## src/rtl/core/msd_pkg.sv

```systemverilog
package msd_pkg;

	localparam int unsigned TREE_DEPTH = 128;
	localparam int unsigned NODE_W     = $clog2(TREE_DEPTH);
	localparam int unsigned CHAR_W     = 8;

	// last node that still has children in the depth-six tree
	localparam logic [NODE_W-1:0] LAST_INNER = NODE_W'(62);
	localparam logic [NODE_W-1:0] ROOT_NODE  = '0;

	localparam logic [CHAR_W-1:0] CH_FILLER = 8'h23;
	localparam logic [CHAR_W-1:0] CH_DOT    = 8'h2E;
	localparam logic [CHAR_W-1:0] CH_DASH   = 8'h2D;
	localparam logic [CHAR_W-1:0] CH_SPACE  = 8'h20;
	localparam logic [CHAR_W-1:0] CH_NONE   = 8'h00;

	// stage 1 control, walker to emitter
	typedef struct packed {
		logic valid;
		logic boundary;
		logic invalid;
		logic word_space;
	} lane_s1_t;

	// heap-indexed Morse tree, zero marks a missing node
	function automatic logic [CHAR_W-1:0] code_char(input logic [NODE_W-1:0] idx);
		logic [CHAR_W-1:0] c;
		unique case (idx)
			7'd0:   c = CH_FILLER;
			7'd1:   c = "E";
			7'd2:   c = "T";
			7'd3:   c = "I";
			7'd4:   c = "A";
			7'd5:   c = "N";
			7'd6:   c = "M";
			7'd7:   c = "S";
			7'd8:   c = "U";
			7'd9:   c = "R";
			7'd10:  c = "W";
			7'd11:  c = "D";
			7'd12:  c = "K";
			7'd13:  c = "G";
			7'd14:  c = "O";
			7'd15:  c = "H";
			7'd16:  c = "V";
			7'd17:  c = "F";
			7'd18:  c = CH_FILLER;
			7'd19:  c = "L";
			7'd20:  c = CH_FILLER;
			7'd21:  c = "P";
			7'd22:  c = "J";
			7'd23:  c = "B";
			7'd24:  c = "X";
			7'd25:  c = "C";
			7'd26:  c = "Y";
			7'd27:  c = "Z";
			7'd28:  c = "Q";
			7'd29:  c = CH_FILLER;
			7'd30:  c = CH_FILLER;
			7'd31:  c = "5";
			7'd32:  c = "4";
			7'd34:  c = "3";
			7'd37:  c = CH_FILLER;
			7'd38:  c = "2";
			7'd39:  c = "&";
			7'd40:  c = CH_FILLER;
			7'd41:  c = "+";
			7'd44:  c = CH_FILLER;
			7'd46:  c = "1";
			7'd47:  c = "6";
			7'd48:  c = "=";
			7'd49:  c = "/";
			7'd52:  c = CH_FILLER;
			7'd53:  c = "(";
			7'd55:  c = "7";
			7'd56:  c = CH_FILLER;
			7'd58:  c = 8'd165;
			7'd59:  c = "8";
			7'd61:  c = "9";
			7'd62:  c = "0";
			7'd75:  c = "?";
			7'd76:  c = "_";
			7'd81:  c = 8'h22;
			7'd84:  c = ".";
			7'd89:  c = "@";
			7'd93:  c = 8'd39;
			7'd96:  c = "-";
			7'd105: c = ";";
			7'd106: c = "!";
			7'd108: c = ")";
			7'd114: c = ",";
			7'd119: c = ":";
			default: c = CH_NONE;
		endcase
		return c;
	endfunction

endpackage

```

## src/rtl/core/msd_ram.sv

```systemverilog
module msd_ram #(
	parameter int unsigned WIDTH = 8,
	parameter int unsigned DEPTH = 128
) (
	input  logic                     clk,
	input  logic                     we,
	input  logic [$clog2(DEPTH)-1:0] waddr,
	input  logic [WIDTH-1:0]         wdata,
	input  logic                     re,
	input  logic [$clog2(DEPTH)-1:0] raddr,
	output logic [WIDTH-1:0]         rdata
);

	logic [WIDTH-1:0] mem_q [DEPTH];

	always_ff @(posedge clk) begin
		if (we) begin
			mem_q[waddr] <= wdata;
		end
		if (re) begin
			rdata <= mem_q[raddr];
		end
	end

endmodule

```

## src/rtl/core/msd_walker.sv

```systemverilog
module msd_walker (
	input  logic                          clk,
	input  logic                          arst_n,
	input  logic                          in_valid,
	output logic                          in_ready,
	input  logic [msd_pkg::CHAR_W-1:0]    symbol,
	input  logic                          last,
	input  logic                          advance,
	output msd_pkg::lane_s1_t             lane_s1,
	output logic                          ram_we,
	output logic [msd_pkg::NODE_W-1:0]    ram_waddr,
	output logic [msd_pkg::CHAR_W-1:0]    ram_wdata,
	output logic                          ram_re,
	output logic [msd_pkg::NODE_W-1:0]    ram_raddr
);

	localparam int unsigned FILL_W = msd_pkg::NODE_W + 1;

	logic [FILL_W-1:0]          fill_q;
	logic                       fill_done;
	logic [msd_pkg::NODE_W-1:0] node_q, node_nx, child;
	logic                       inv_q, inv_nx, prev_q;
	logic                       is_dot, is_dash, is_space, boundary, accept;

	assign fill_done = fill_q[FILL_W-1];

	// table load sweep after reset, one entry a cycle
	always_ff @(posedge clk or negedge arst_n) begin
		if (!arst_n) begin
			fill_q <= '0;
		end else if (!fill_done) begin
			fill_q <= fill_q + FILL_W'(1);
		end
	end

	assign ram_we    = !fill_done;
	assign ram_waddr = fill_q[msd_pkg::NODE_W-1:0];
	assign ram_wdata = msd_pkg::code_char(fill_q[msd_pkg::NODE_W-1:0]);

	assign in_ready = fill_done && (!lane_s1.valid || advance);
	assign accept   = in_valid && in_ready;

	assign is_dot   = (symbol == msd_pkg::CH_DOT);
	assign is_dash  = (symbol == msd_pkg::CH_DASH);
	assign is_space = (symbol == msd_pkg::CH_SPACE);
	assign boundary = is_space || last;

	// children at 2n+1 (dot) and 2n+2 (dash)
	assign child = {node_q[msd_pkg::NODE_W-2:0], 1'b0}
		+ {{(msd_pkg::NODE_W-2){1'b0}}, is_dash, !is_dash};

	always_comb begin
		node_nx = node_q;
		inv_nx  = inv_q;
		if ((is_dot || is_dash) && !inv_q) begin
			if (node_q > msd_pkg::LAST_INNER) begin
				inv_nx = 1'b1;
			end else if (msd_pkg::code_char(child) == msd_pkg::CH_NONE) begin
				inv_nx = 1'b1;
			end else begin
				node_nx = child;
			end
		end
	end

	assign ram_re    = accept;
	assign ram_raddr = node_nx;

	always_ff @(posedge clk or negedge arst_n) begin
		if (!arst_n) begin
			node_q <= msd_pkg::ROOT_NODE;
			inv_q  <= 1'b0;
			prev_q <= 1'b0;
		end else if (accept) begin
			node_q <= boundary ? msd_pkg::ROOT_NODE : node_nx;
			inv_q  <= boundary ? 1'b0 : inv_nx;
			prev_q <= is_space && !last;
		end
	end

	always_ff @(posedge clk or negedge arst_n) begin
		if (!arst_n) begin
			lane_s1 <= '0;
		end else if (accept) begin
			lane_s1.valid      <= 1'b1;
			lane_s1.boundary   <= boundary;
			lane_s1.invalid    <= inv_nx;
			lane_s1.word_space <= is_space && prev_q;
		end else if (advance) begin
			lane_s1.valid <= 1'b0;
		end
	end

endmodule

```

## src/rtl/core/msd_emit.sv

```systemverilog
module msd_emit (
	input  logic                       clk,
	input  logic                       arst_n,
	input  msd_pkg::lane_s1_t          lane_s1,
	input  logic [msd_pkg::CHAR_W-1:0] rdata,
	output logic                       advance,
	output logic                       out_valid,
	input  logic                       out_ready,
	output logic [msd_pkg::CHAR_W-1:0] out_char
);

	logic has_letter, has_res, out_free;

	assign has_letter = lane_s1.boundary && !lane_s1.invalid
		&& (rdata != msd_pkg::CH_NONE) && (rdata != msd_pkg::CH_FILLER);
	assign has_res  = has_letter || lane_s1.word_space;
	assign out_free = !out_valid || out_ready;
	assign advance  = lane_s1.valid && (!has_res || out_free);

	always_ff @(posedge clk or negedge arst_n) begin
		if (!arst_n) begin
			out_valid <= 1'b0;
		end else if (advance && has_res) begin
			out_valid <= 1'b1;
		end else if (out_ready) begin
			out_valid <= 1'b0;
		end
	end

	always_ff @(posedge clk) begin
		if (advance && has_res) begin
			out_char <= has_letter ? rdata : msd_pkg::CH_SPACE;
		end
	end

endmodule

```

## src/rtl/core/morse_symbol_decoder_core.sv

```systemverilog
// morse symbol decoder
// input channel s_axis: one text character per item; '.' steps to the dot
// child, '-' to the dash child of the Morse tree, ' ' ends the letter, and
// tlast ends the letter and the line. other bytes are ignored.
// output channel m_axis: one decoded character per finished letter, or a
// space for two spaces in a row; letters that left the tree, filler nodes
// and empty letters produce no item.
// throughput: one item per cycle while the output does not stall. the walk state is
// registered and the letter lookup is a single registered read of the tree memory.
// path: after its input item is accepted, a result passes the read stage, then
// the output register, before it appears on m_axis.
// reset: clears the walk to the root and drops all pending items. the tree
// memory is then loaded from the constant table, one entry a cycle, so
// s_axis_tready stays low after reset until every entry is loaded.
// stalls: the output register holds while m_axis_tready is low; one more item
// waits in the read stage, and s_axis_tready drops only once both are full.
module morse_symbol_decoder_core (
	input  logic       clk,
	input  logic       arst_n,
	input  logic       s_axis_tvalid,
	output logic       s_axis_tready,
	input  logic [7:0] s_axis_tdata,   // [7:0] symbol
	input  logic       s_axis_tlast,
	output logic       m_axis_tvalid,
	input  logic       m_axis_tready,
	output logic [7:0] m_axis_tdata    // [7:0] character
);

	msd_pkg::lane_s1_t          lane_s1;
	logic                       advance;
	logic                       ram_we, ram_re;
	logic [msd_pkg::NODE_W-1:0] ram_waddr, ram_raddr;
	logic [msd_pkg::CHAR_W-1:0] ram_wdata, ram_rdata;

	// walk state, tree load sweep and lookup address
	msd_walker u_walker (
		.clk       (clk),
		.arst_n    (arst_n),
		.in_valid  (s_axis_tvalid),
		.in_ready  (s_axis_tready),
		.symbol    (s_axis_tdata),
		.last      (s_axis_tlast),
		.advance   (advance),
		.lane_s1   (lane_s1),
		.ram_we    (ram_we),
		.ram_waddr (ram_waddr),
		.ram_wdata (ram_wdata),
		.ram_re    (ram_re),
		.ram_raddr (ram_raddr)
	);

	// Morse tree, heap indexed
	msd_ram #(
		.WIDTH (msd_pkg::CHAR_W),
		.DEPTH (msd_pkg::TREE_DEPTH)
	) u_tree (
		.clk   (clk),
		.we    (ram_we),
		.waddr (ram_waddr),
		.wdata (ram_wdata),
		.re    (ram_re),
		.raddr (ram_raddr),
		.rdata (ram_rdata)
	);

	// letter or word space select and output register
	msd_emit u_emit (
		.clk       (clk),
		.arst_n    (arst_n),
		.lane_s1   (lane_s1),
		.rdata     (ram_rdata),
		.advance   (advance),
		.out_valid (m_axis_tvalid),
		.out_ready (m_axis_tready),
		.out_char  (m_axis_tdata)
	);

endmodule

```

## config.mk

```make
export PLATFORM = sky130hd
export DESIGN_NAME = morse_symbol_decoder_core
export DESIGN_NICKNAME = d
export VERILOG_FILES = /design/src/rtl/core/msd_pkg.sv /design/src/rtl/core/msd_ram.sv /design/src/rtl/core/msd_walker.sv /design/src/rtl/core/msd_emit.sv /design/src/rtl/core/morse_symbol_decoder_core.sv
export SDC_FILE = /design/constraint.sdc
export NUM_CORES = 1
export LEC_CHECK = 0
export BUFFER_PORTS_ARGS = -buffer_cell sky130_fd_sc_hd__buf_2
export CAP_MARGIN = 30
export CORE_ASPECT_RATIO = 0.9
export CORE_MARGIN = 1.5
export CORE_UTILIZATION = 42
export CTS_BUF_LIST = sky130_fd_sc_hd__clkbuf_8 sky130_fd_sc_hd__clkbuf_16
export DETAILED_ROUTE_END_ITERATION = 8
export GPL_ROUTABILITY_DRIVEN = 0
export PLACE_DENSITY = 0.57
export SYNTH_ARGS = -nofsm -noshare
export SYNTH_HDL_FRONTEND = slang
export SYNTH_SLANG_ARGS = --single-unit
```

## constraint.sdc

```tcl
create_clock -name clk -period 14.2 [get_ports clk]
set_clock_uncertainty 0.1 [all_clocks]
set_input_delay 0.71 -clock clk [delete_from_list [all_inputs] [get_ports clk]]
set_output_delay 0.71 -clock clk [all_outputs]
set_load 0.02 [all_outputs]
```

Word level (Yosys, flattened, before mapping)

Memory sizes are Yosys's and may differ from the RTL's. A register that Yosys moved wholly into a read port is not among the register bits.
Index checks and enable logic that the tools add are counted.

$add $sub $neg: 2
$lt $le $gt $ge: 1
Equality and inequality tests: 4
Mux-type cells: 16
Reduce and logical (&&, ||, !) cells: 27

Operators by type and width:

| cell                  | number |
|---|---|
| $mux W7               | 4 |
| $eq A8 B6 Y1 const B  | 3 |
| $mux W8               | 3 |
| $logic_and A1 B1 Y1   | 10 |
| $mux W1               | 9 |
| $add A8 B1 Y8 const B | 1 |
| $logic_not A8 Y1      | 1 |
| $ne A8 B6 Y1 const B  | 1 |
| $reduce_bool A8 Y1    | 1 |
| $add A7 B2 Y7         | 1 |
| $gt A7 B6 Y1 const B  | 1 |
| $logic_not A1 Y1      | 7 |
| $logic_or A1 B1 Y1    | 6 |
| $reduce_bool A2 Y1    | 2 |

Bits in registers: 30
Bits in writable memories: 1024
Memory bits (read-only): 2048
Input bits: 13
Output and inout port bits: 10
Word-level logic and storage cells: 64
Memories: 3

Memories:

| memory           | words | bits a word | rd ports | clocked after Yosys merged registers in | wr ports | line          | source |
|---|---|---|---|---|---|---|---|
| (name not given) | 128   | 8           | 1        | 0                                       | 0        | msd_pkg.sv:28 | `unique case (idx)` |
| (name not given) | 128   | 8           | 1        | 0                                       | 0        | msd_pkg.sv:28 |  |
| u_tree.mem_q     | 128   | 8           | 1        | 1                                       | 1        | msd_ram.sv:14 | `logic [WIDTH-1:0] mem_q [DEPTH];` |

Longest topological paths before layout

Gate-level depths: netlist of the first run.

Word-level depth: 12
Mapped depth: 25
Gate-level depth less buffers: 18

By module

From an unflattened synthesis of the first run, not the netlist that was laid out.

Cells, all modules: 2037
Area, all modules: 42947.4 um^2

By module, submodules not included:

| module     | instances | cells each | area an instance (um^2) | sequential area each (um^2) |
|---|---|---|---|---|
| msd_ram    | 1         | 1635       | 39745.6                 | 30989.7 |
| msd_walker | 1         | 369        | 2773.9                  | 525.5 |
| msd_emit   | 1         | 33         | 427.9                   | 265.3 |

Least setup slack after synthesis of the first run

No wires, ideal clock.

Path type: register -> register
Start point: reg u_walker.fill_q[0]
End point: mem u_tree.mem_q[0][0], data pin
Library setup time: 1.795 ns
Data arrival time: 9.642 ns
Required time: 12.305 ns
Setup slack: 2.663 ns
Cell stages (with the launch flop): 9
Path buffers: 1
Clock period less this slack: 11.537 ns
Cells stage by stage: dfrtp_1 inv_1 ha_1 clkbuf_1 a21oi_1 o21ai_0 a2bb2oi_1 o311a_1 o311ai_0

Longest elaborated chain between the ends: 1

Ends and longest elaborated chain:

| item                   | line                            | source |
|---|---|---|
| from (decl)            | msd_walker.sv:19                | `logic [FILL_W-1:0] fill_q;` |
| from (signal assigned) | msd_walker.sv:32                | `fill_q <= fill_q + FILL_W'(1);` |
| $mem_v2 Z128 W8        | n/a                             |  |
| net ram_wdata, one bit | morse_symbol_decoder_core.sv:33 | `logic [msd_pkg::CHAR_W-1:0] ram_wdata, ram_rdata;` |
| to (decl)              | msd_ram.sv:14                   |  |

The timed path passes the listed nets, and every way through them passes these cells.

Worst setup path after layout of the first run

Start point: in s_axis_tdata[4]
End point: reg u_tree.rdata[2] (read register of u_tree.mem_q), data pin

Longest elaborated chain between the ends: 10
Elaborated cells between the ends (all ways): 13
Classes of those cells: 1 x add/sub; 2 x eq/ne; 5 x mux; 4 x reduce/logical; 1 x memory

Ends and longest elaborated chain:

| item             | line                            | source |
|---|---|---|
| from (decl)      | morse_symbol_decoder_core.sv:22 | `input logic [7:0] s_axis_tdata,` |
| $eq A8 B6 Y1     | msd_walker.sv:44                | `assign is_dash = (symbol == msd_pkg::CH_DASH);` |
| $logic_not A1 Y1 | msd_walker.sv:50                | `+ {{(msd_pkg::NODE_W-2){1'b0}}, is_dash, !is_dash};` |
| $add A7 B2 Y7    | msd_walker.sv:50                |  |
| $mem_v2 Z128 W8  | n/a                             |  |
| $mux W8          | msd_walker.sv:56                | `if (node_q > msd_pkg::LAST_INNER) begin` |
| $mux W8          | msd_walker.sv:55                | `if ((is_dot \|\| is_dash) && !inv_q) begin` |
| $logic_not A8 Y1 | msd_walker.sv:58                | `end else if (msd_pkg::code_char(child) == msd_pkg::CH_NONE) begin` |
| $mux W7          | msd_walker.sv:58                |  |
| $mux W7          | msd_walker.sv:56                |  |
| $mux W7 (*)      | msd_walker.sv:55                |  |
| to (decl)        | msd_ram.sv:11                   | `output logic [WIDTH-1:0] rdata` |

Every way passes the cells marked *; elsewhere a longest branch is shown, timed or not. The select of a mux whose other input is x is not followed.
A chain may end at the register's enable or synchronous reset.

==> results of run 1 <==
==> through the flow <==
stage | total power (W) | hold WS [ns] | setup slack [ns] | area, µm²
6_report | 0.00622 | 0.114 | 6.19 | 49300
5_1_grt | 0.00636 | 0.0971 | 5.68 | 49300
4_1_cts | 0.00625 | 0.0831 | 6.23 | 49300
3_5_place_dp | 0.00347 | 0.370 | 5.53 | 45800
3_3_place_gp | 0.00347 | 0.365 | 5.53 | 45700
2_1_floorplan | 0.00346 | 0.314 | 2.66 | 44200
==> power groups by stage <==
stage,clock network [W],logic [W],registers [W]
2_1_floorplan,0,0.00000609,0.00345
3_3_place_gp,0,0.0000137,0.00345
3_5_place_dp,0,0.0000138,0.00345
4_1_cts,0.00285,0.0000141,0.00339
5_1_grt,0.00296,0.0000151,0.00339
6_report,0.00282,0.0000140,0.00339
==> final cells by class <==
type                            instances  area share
Clock buffer                          111      0.0563
Clock inverter                         89      0.0150
Inverter                               16     0.00127
Multi-Input combinational cell       2129       0.233
Sequential cell                      1062       0.645
Tap cell                             1368      0.0347
Timing Repair Buffer                   97      0.0155
==> flip-flops by register name (all words and copies together), names as in the netlist <==
signal and cells:
u_tree.mem_q 1024, u_tree.rdata 8, u_walker.prev_q 1, u_emit.out_char 8, u_emit.out_valid 1, u_walker.fill_q 8
u_walker.node_q 7, u_walker.inv_q 1, u_walker.lane_s1 4
==> kinds of logic (layout without fill, tap and decap cells) <==
family / count (synthesis) / after routing / synth area share
fa+ha+maj: 22 / 22 / 0.00620
compound gates: 648 / 648 / 0.0987
mux: 72 / 72 / 0.0176
buf+inv: 254 / 313 / 0.0251
simple gates: 1374 / 1374 / 0.130
flops: 1062 / 1062 / 0.719
xor+xnor: 13 / 13 / 0.00258
==> placed cells by master, fill, tap and decap left out, types with 5 or more instances in the layout <==
| cell type | Yosys | routed |
|---|---|---|
| o311ai_1 | 11 | 11 |
| a31oi_1 | 79 | 77 |
| a32oi_1 | 169 | 169 |
| a21oi_1 | 231 | 231 |
| edfxtp_1 | 1040 | 1040 |
| or3_1 | 14 | 14 |
| inv_1 | 12 | 37 |
| nor2b_1 | 13 | 13 |
| clkinv_1 | 1 | 24 |
| nand2b_1 | 12 | 12 |
| xnor2_1 | 11 | 11 |
| a211o_1 | 5 | 5 |
| a22oi_1 | 20 | 20 |
| or2_2 | 5 | 5 |
| buf_2 | 93 | 22 |
| nor3_2 | 0 | 6 |
| clkinv_2 | 0 | 21 |
| o22ai_1 | 7 | 6 |
| nand2_1 | 866 | 866 |
| nor3_1 | 43 | 37 |
| mux2i_1 | 64 | 63 |
| a211oi_1 | 15 | 15 |
| nor4_1 | 9 | 9 |
| bufinv_16 | 0 | 11 |
| ha_1 | 21 | 21 |
| o21ai_0 | 43 | 40 |
| buf_12 | 0 | 5 |
| nand3_1 | 194 | 193 |
| buf_4 | 8 | 62 |
| nor2_1 | 179 | 177 |
| and2_1 | 9 | 9 |
| o211ai_1 | 7 | 7 |
| clkbuf_16 | 0 | 111 |
| buf_6 | 1 | 7 |
| dfrtp_1 | 22 | 22 |
| a41o_1 | 7 | 7 |
| o21a_1 | 5 | 5 |
==> how the worst max path moves through the flow <==
stage                              endpoint  cells after the start                            from  slack (ns)
4_1_cts           u_tree.rdata[2]$_DFFE_PP_                     20                 s_axis_tdata[4]        6.23
3_3_place_gp      u_tree.rdata[2]$_DFFE_PP_                     22                 s_axis_tdata[4]        5.53
6_report          u_tree.rdata[2]$_DFFE_PP_                     19                 s_axis_tdata[4]        6.19
5_1_grt           u_tree.rdata[2]$_DFFE_PP_                     20                 s_axis_tdata[4]        5.68
2_1_floorplan  u_tree.mem_q[0][0]$_DFFE_PP_                      8  u_walker.fill_q[0]$_DFFE_PN0N_        2.66
3_5_place_dp      u_tree.rdata[2]$_DFFE_PP_                     22                 s_axis_tdata[4]        5.53
==> repair_timing <==
| action | 4_1_cts | 5_1_grt |
|---|---|---|
| setup buffers | 0 | 0 |
| hold endpoints to repair | 22 | 0 |
| endpoints found under the setup margin | 0 | 0 |
| hold buffers | 1 | 0 |
==> worst reg2reg max path, stage by stage, from the launching register on <==
cell	delay [ns]
dfrtp_1	0.88
inv_2	0.27
ha_1	0.70
a21oi_1	0.21
or4b_2	0.68
a21o_1	0.18
a32oi_1	0.26
a31oi_1	0.12
nand4b_4	0.13
o21a_1	0.55
mux2i_4	0.81
buf_4	0.81
mux2i_1	0.19
a32oi_1	0.31
a31oi_1	0.19
nor3_1	0.70
a22oi_1	0.38
o311ai_1	0.19
==> per-layer routing <==
metal  up-vias  GRT usage
li1      12900          -
met1     14600      0.359
met2      1325      0.335
met3       201     0.0373
met4         2     0.0589
met5         -          0
==> metrics, run 1 <==
DR DRC count=0; WS Path Type=in -> reg; area share of the largest cell type after synthesis=0.707; RSZ-0062 raised after global routing=no; Reg2Reg Depth=17; Post-Syn Nets=3,479; CTS tree=yes; DRT iter0 DRCs=3,824; synth top area cells=edfxtp_1 (71%), nand2_1 (7.4%), a32oi_1 (3.4%); min Tclk post-route=8.01 ns; first-pass GRT wire length=183 mm; Seq pwr share=0.545; proportion of power drawn by the clock network=0.453; EDFF count, synth=1,040; Clk Latency, worst-skew pair=0.70 ns; Detailed Place HPWL=approximately 73 mm; VDD IR max=between 100 and 150 µV; Hold Vio Cnt, Final=0; NetSw=0.00121 W; footprint of the multi-input gates=11,500 µm²; clock root buffer master=clkbuf_16; Die Span X=345 µm; yosys warns=0; Die Area=107,000 µm²; switch share=0.195; sequential element share of the synthesized area=0.719; Logic pwr share=0.002; Top Metal Used=met5; WP data arrival=8.44 ns; P_int=0.00501 W; worst-path fanout max=71; CP max stage delay=approximately 0.8 ns; Non-Filler Instances=roughly 4,900; Total Neg Setup Slack=0 ns; crit start category=input port; Num Clock Sinks=1,062; Setup crit end kind=flop; relative slew slack=0.279; synth cell count leaders=edfxtp_1 (1,040), nand2_1 (866), a21oi_1 (231); Main synth FF type=edfxtp_1; Starting Density=0.425; Syn Inst Count=between 3,000 and 4,000; Total Wirelength=125 mm; Port Buffers=22; slowest CP cell=mux2i_4; WL met2=55.3 mm; ys async rst share=0.0207; Max Cap Viol=0; Diodes inserted=0; I/O Pins=23; register bit count reported by yosys=roughly 1,100; GRT overflow=0; Hold Path Depth=2; vias in the first global route=~27,000; largest net degree at the start of global routing=173; register area=around 32,000 µm²; Yosys cell types=84; initial antenna violation count=3; WHS Endpoint=u_walker.prev_q$_DFFE_PN0P_; mapped cell area=44,200 µm²; share of layout cells above drive strength 1=0.0848; pwr/cell area=126 nW/µm²; DIE HEIGHT=311 µm; Avg WL per Cell=between 20 and 30 µm; Worst-Margin Slew=1.08 ns; status=complete, no violations; Final Setup Violations=0; Reg2Reg Launch Point=u_walker.node_q[1]$_DFFE_PN0P_; Antenna Nets Post-Route=0; core area=just over 100,000 µm²; worst-case clock buffer depth=3; area leader, netlist=edfxtp_1; Via-to-Cell Ratio=5.95; Avg Cell Area, Syn=approximately 13 µm²; metal3 WL=10.4 mm; Final Max Tran Viols=0; # nets final=around 3,400; hold_sp=s_axis_tlast; cell leakage power=15.7 nW; cts bufs inserted=109; M1 WL=roughly 56 mm; required time of the critical path=14.63 ns; Vias=29,000; row cnt=around 110; PostCTS Resize Cnt=0; WP buf/inv=2; GRT Total Usage=0.231; period utilization=0.564; Placed Cells=4,671; delay-heaviest family, CP=simple AND/OR/NAND/NOR gates; worst reg2reg endpoint=u_tree.rdata[2]$_DFFE_PP_; worst path cell trace=buf_2 -> or4b_4 -> nor2_8 -> ha_1 -> nand2_1 -> or4b_2 -> a21o_1 -> a32oi_1 -> a31oi_1 -> nand4b_4 -> o21a_1 -> mux2i_4 -> buf_4 -> mux2i_1 -> a32oi_1 -> a31oi_1 -> nor3_1 -> a22oi_1 -> o311ai_1; most common cell in the synthesized netlist=edfxtp_1; Final Core Density=0.474; Area Growth Syn to Fin=11.6%; Reg2Reg Setup Slack=6.41 ns; Hold/Removal Path Class=in -> reg; clock transition at the registers of the reported paths=around 0.060 ns; FMAX=125 MHz; CTS HTree Levels=3; Pre-antenna DRT Iters=6; fillers=9,192
Power figures use the tool's default switching activity.
==> inputs of run 2 (changes only) <==
- PLACE_DENSITY: 0.57 -> 0.59
- clock period: 14.2 -> 7 ns (I/O delays scaled with it)
==> metrics, run 2 (same netlist as run 1, synthesis figures left out) <==
status=complete, no violations (unchanged); CTS HTree Levels=3 (unchanged); WP data arrival=6.68 ns (was 8.44 ns); Final Setup Violations=0 (unchanged); worst-case clock buffer depth=3 (unchanged); pwr/cell area=248 nW/µm² (was 126 nW/µm²); cell leakage power=15.9 nW (was 15.7 nW); Reg2Reg Launch Point=u_walker.node_q[0]$_DFFE_PN0P_ (was u_walker.node_q[1]$_DFFE_PN0P_); Num Clock Sinks=1,062 (unchanged); Tot Pwr=0.0123 W (was 0.00622 W); Total Neg Setup Slack=0 ns (unchanged); commonest non-fill, non-tap cells in the layout=edfxtp_1 (1,040), nand2_1 (865), a21oi_1 (231) (was edfxtp_1 (1,040), nand2_1 (866), a21oi_1 (231)); worst path cell trace=ha_1 -> nand2_1 -> or4b_2 -> a21o_1 -> a32oi_1 -> a31oi_1 -> nand4b_4 -> o21a_1 -> mux2i_4 -> buf_12 -> buf_4 -> buf_4 -> nand2_1 -> nand3_1 -> a31oi_1 -> nor3_1 -> nand3_1 -> o311ai_1 (was buf_2 -> or4b_4 -> nor2_8 -> ha_1 -> nand2_1 -> or4b_2 -> a21o_1 -> a32oi_1 -> a31oi_1 -> nand4b_4 -> o21a_1 -> mux2i_4 -> buf_4 -> mux2i_1 -> a32oi_1 -> a31oi_1 -> nor3_1 -> a22oi_1 -> o311ai_1); RSZ-0062 raised after global routing=no (unchanged); hold_sp=s_axis_tdata[2] (was s_axis_tlast); WS Path Type=reg -> reg (was in -> reg); critical path depth in cells=18 (was 19); Detailed Place HPWL=76.7 mm (was 73.1 mm); Largest register FFs=1,024 (unchanged); Vias=29,400 (was 29,000); Avg WL per Cell=25.4 µm (was 25.7 µm); min Tclk post-route=6.27 ns; Antenna Nets Post-Route=0 (unchanged); fillers=9,179 (was 9,192); GRT overflow=0 (unchanged); Place WS=0.185 ns (was 5.53 ns); clock root buffer master=clkbuf_16 (unchanged); period utilization=0.896; DIE HEIGHT=311 µm (unchanged); Hold/Removal Path Class=in -> reg (unchanged); Starting Density=0.425 (unchanged); CP max stage delay=0.72 ns (was 0.80 ns); Clk Latency, worst-skew pair=0.70 ns (about the same); Diodes inserted=0 (unchanged); clock transition at the registers of the reported paths=0.07 ns (was 0.06 ns); worst-path fanout max=48 (was 71); Total Wirelength=125 mm (about the same); share of layout cells above drive strength 1=0.0983 (was 0.0848); DR DRC count=0 (unchanged); relative slew slack=0.284 (was 0.279); Port Buffers=22 (unchanged); Pre-antenna DRT Iters=7 (was 6); CP Capture Point=u_tree.rdata[3]$_DFFE_PP_ (was u_tree.rdata[2]$_DFFE_PP_); initial antenna violation count=1 (was 3); Die Span X=345 µm (unchanged); WP buf/inv=3 (was 2); required time of the critical path=7.41 ns (was 14.63 ns); GRT Total Usage=0.231 (about the same); largest net degree at the start of global routing=89 (was 173); cts bufs inserted=108 (was 109); row cnt=112 (unchanged); Setup crit end kind=flop (unchanged); core area=104,000 µm² (unchanged); CTS tree=yes (unchanged); leading cell type in the layout, fill and taps excluded=edfxtp_1 (unchanged); Area Growth Syn to Fin=12.8% (was 11.6%); hold_ws=0.0725 ns (was 0.114 ns); first-pass GRT wire length=185 mm (was 183 mm); FMAX=around 160 MHz; Final Max Tran Viols=0 (unchanged); Worst-Margin Slew=1.07 ns (was 1.08 ns); Via-to-Cell Ratio=5.96 (was 5.95); slowest CP cell=or4b_2 (was mux2i_4); Die Area=107,000 µm² (unchanged); worst reg2reg endpoint=u_tree.rdata[3]$_DFFE_PP_ (was u_tree.rdata[2]$_DFFE_PP_); DRT iter0 DRCs=4,293 (was 3,824); Hold Vio Cnt, Final=0 (unchanged); final setup margin=0.727 ns (was 6.19 ns); # nets final=3,509 (was 3,449); delay-heaviest family, CP=simple AND/OR/NAND/NOR gates (unchanged); Reg2Reg Setup Slack=0.73 ns (was 6.41 ns); Max Cap Viol=0 (unchanged); VDD IR max=198 µV (was 110 µV); I/O Pins=23 (unchanged); Worst Setup SP=u_walker.node_q[0]$_DFFE_PN0P_ (was s_axis_tdata[4]); Reg2Reg Depth=18 (was 17); Biggest register=u_tree.mem_q (unchanged); crit start category=flop (was input port); vias in the first global route=27,500 (was 26,700)
==> run 2: changes by cell type in the layout (fill, tap and decap cells not counted), moves of 3 or more <==
cell	change
buf_12	+21
buf_4	+42
buf_6	-7
bufinv_16	-7
clkbuf_8	+3
clkinv_1	+6
clkinv_2	+4
dlygate4sd3_1	+3
inv_1	-7
==> run 2: how the worst min path moves through the flow <==
stage | slack (ns) | to | cells after the start
3_5_place_dp | 0.34 | u_walker.node_q[3]$_DFFE_PN0P_ | 1
4_1_cts | 0.05 | u_walker.lane_s1[1]$_DFFE_PN0P_ | 4
5_1_grt | 0.09 | u_walker.lane_s1[1]$_DFFE_PN0P_ | 4
3_3_place_gp | 0.33 | u_walker.node_q[3]$_DFFE_PN0P_ | 1
2_1_floorplan | -0.05 | u_emit.out_valid$_DFFE_PN0P_ | 0
6_report | 0.07 | u_walker.lane_s1[1]$_DFFE_PN0P_ | 4
==> run 2: through the flow <==
stage	util	std cells	instance area [µm²]
finish	0.479	4928	49800
detailed placement	0.446	4725	46400
floorplan	-	3445	44200
global placement	0.446	4722	46400
global route	0.479	4928	49800
CTS	0.479	4924	49800
==> run 2: tightest hold or removal path, cell delays in order <==
cell,delay [ns]
buf_2,0.12
nand2_1,0.09
o21bai_1,0.16
a21oi_1,0.08
==> run 2: what timing repair did <==
| item | in CTS | in global routing |
|---|---|---|
| gates resized for setup | 0 | 0 |
| hold buffers | 4 | 0 |
| setup buffers | 0 | 0 |
| endpoints found under the hold margin | 25 | 0 |
==> run 2: cell type report <==
type	instances	area, µm²	area share
clock inverter	82	504	0.0101
tap	1368	1710	0.0344
inverter	16	62.6	0.00126
timing repair buffer	158	1490	0.0300
multi-input combinational	2129	11500	0.230
sequential	1062	31800	0.638
clock buffer	113	2790	0.0561
==> run 2: per-layer routing <==
layer | vias up | part of all wire | global-route usage
li1 | 13000 | - | -
met1 | 14700 | 0.45 | 0.357
met2 | 1458 | 0.44 | 0.336
met3 | 205 | 0.089 | 0.0411
met4 | 0 | 0.023 | 0.0605
met5 | - | 0 | 0
==> run 2: report_power, final <==
group	switching, W	leakage, nW	internal, W
logic	0.0000197	4.46	0.0000105
registers	0.0000000000000000000108	9.76	0.00687
clock network	0.00243	1.70	0.00301
total	0.00245	15.9	0.00989
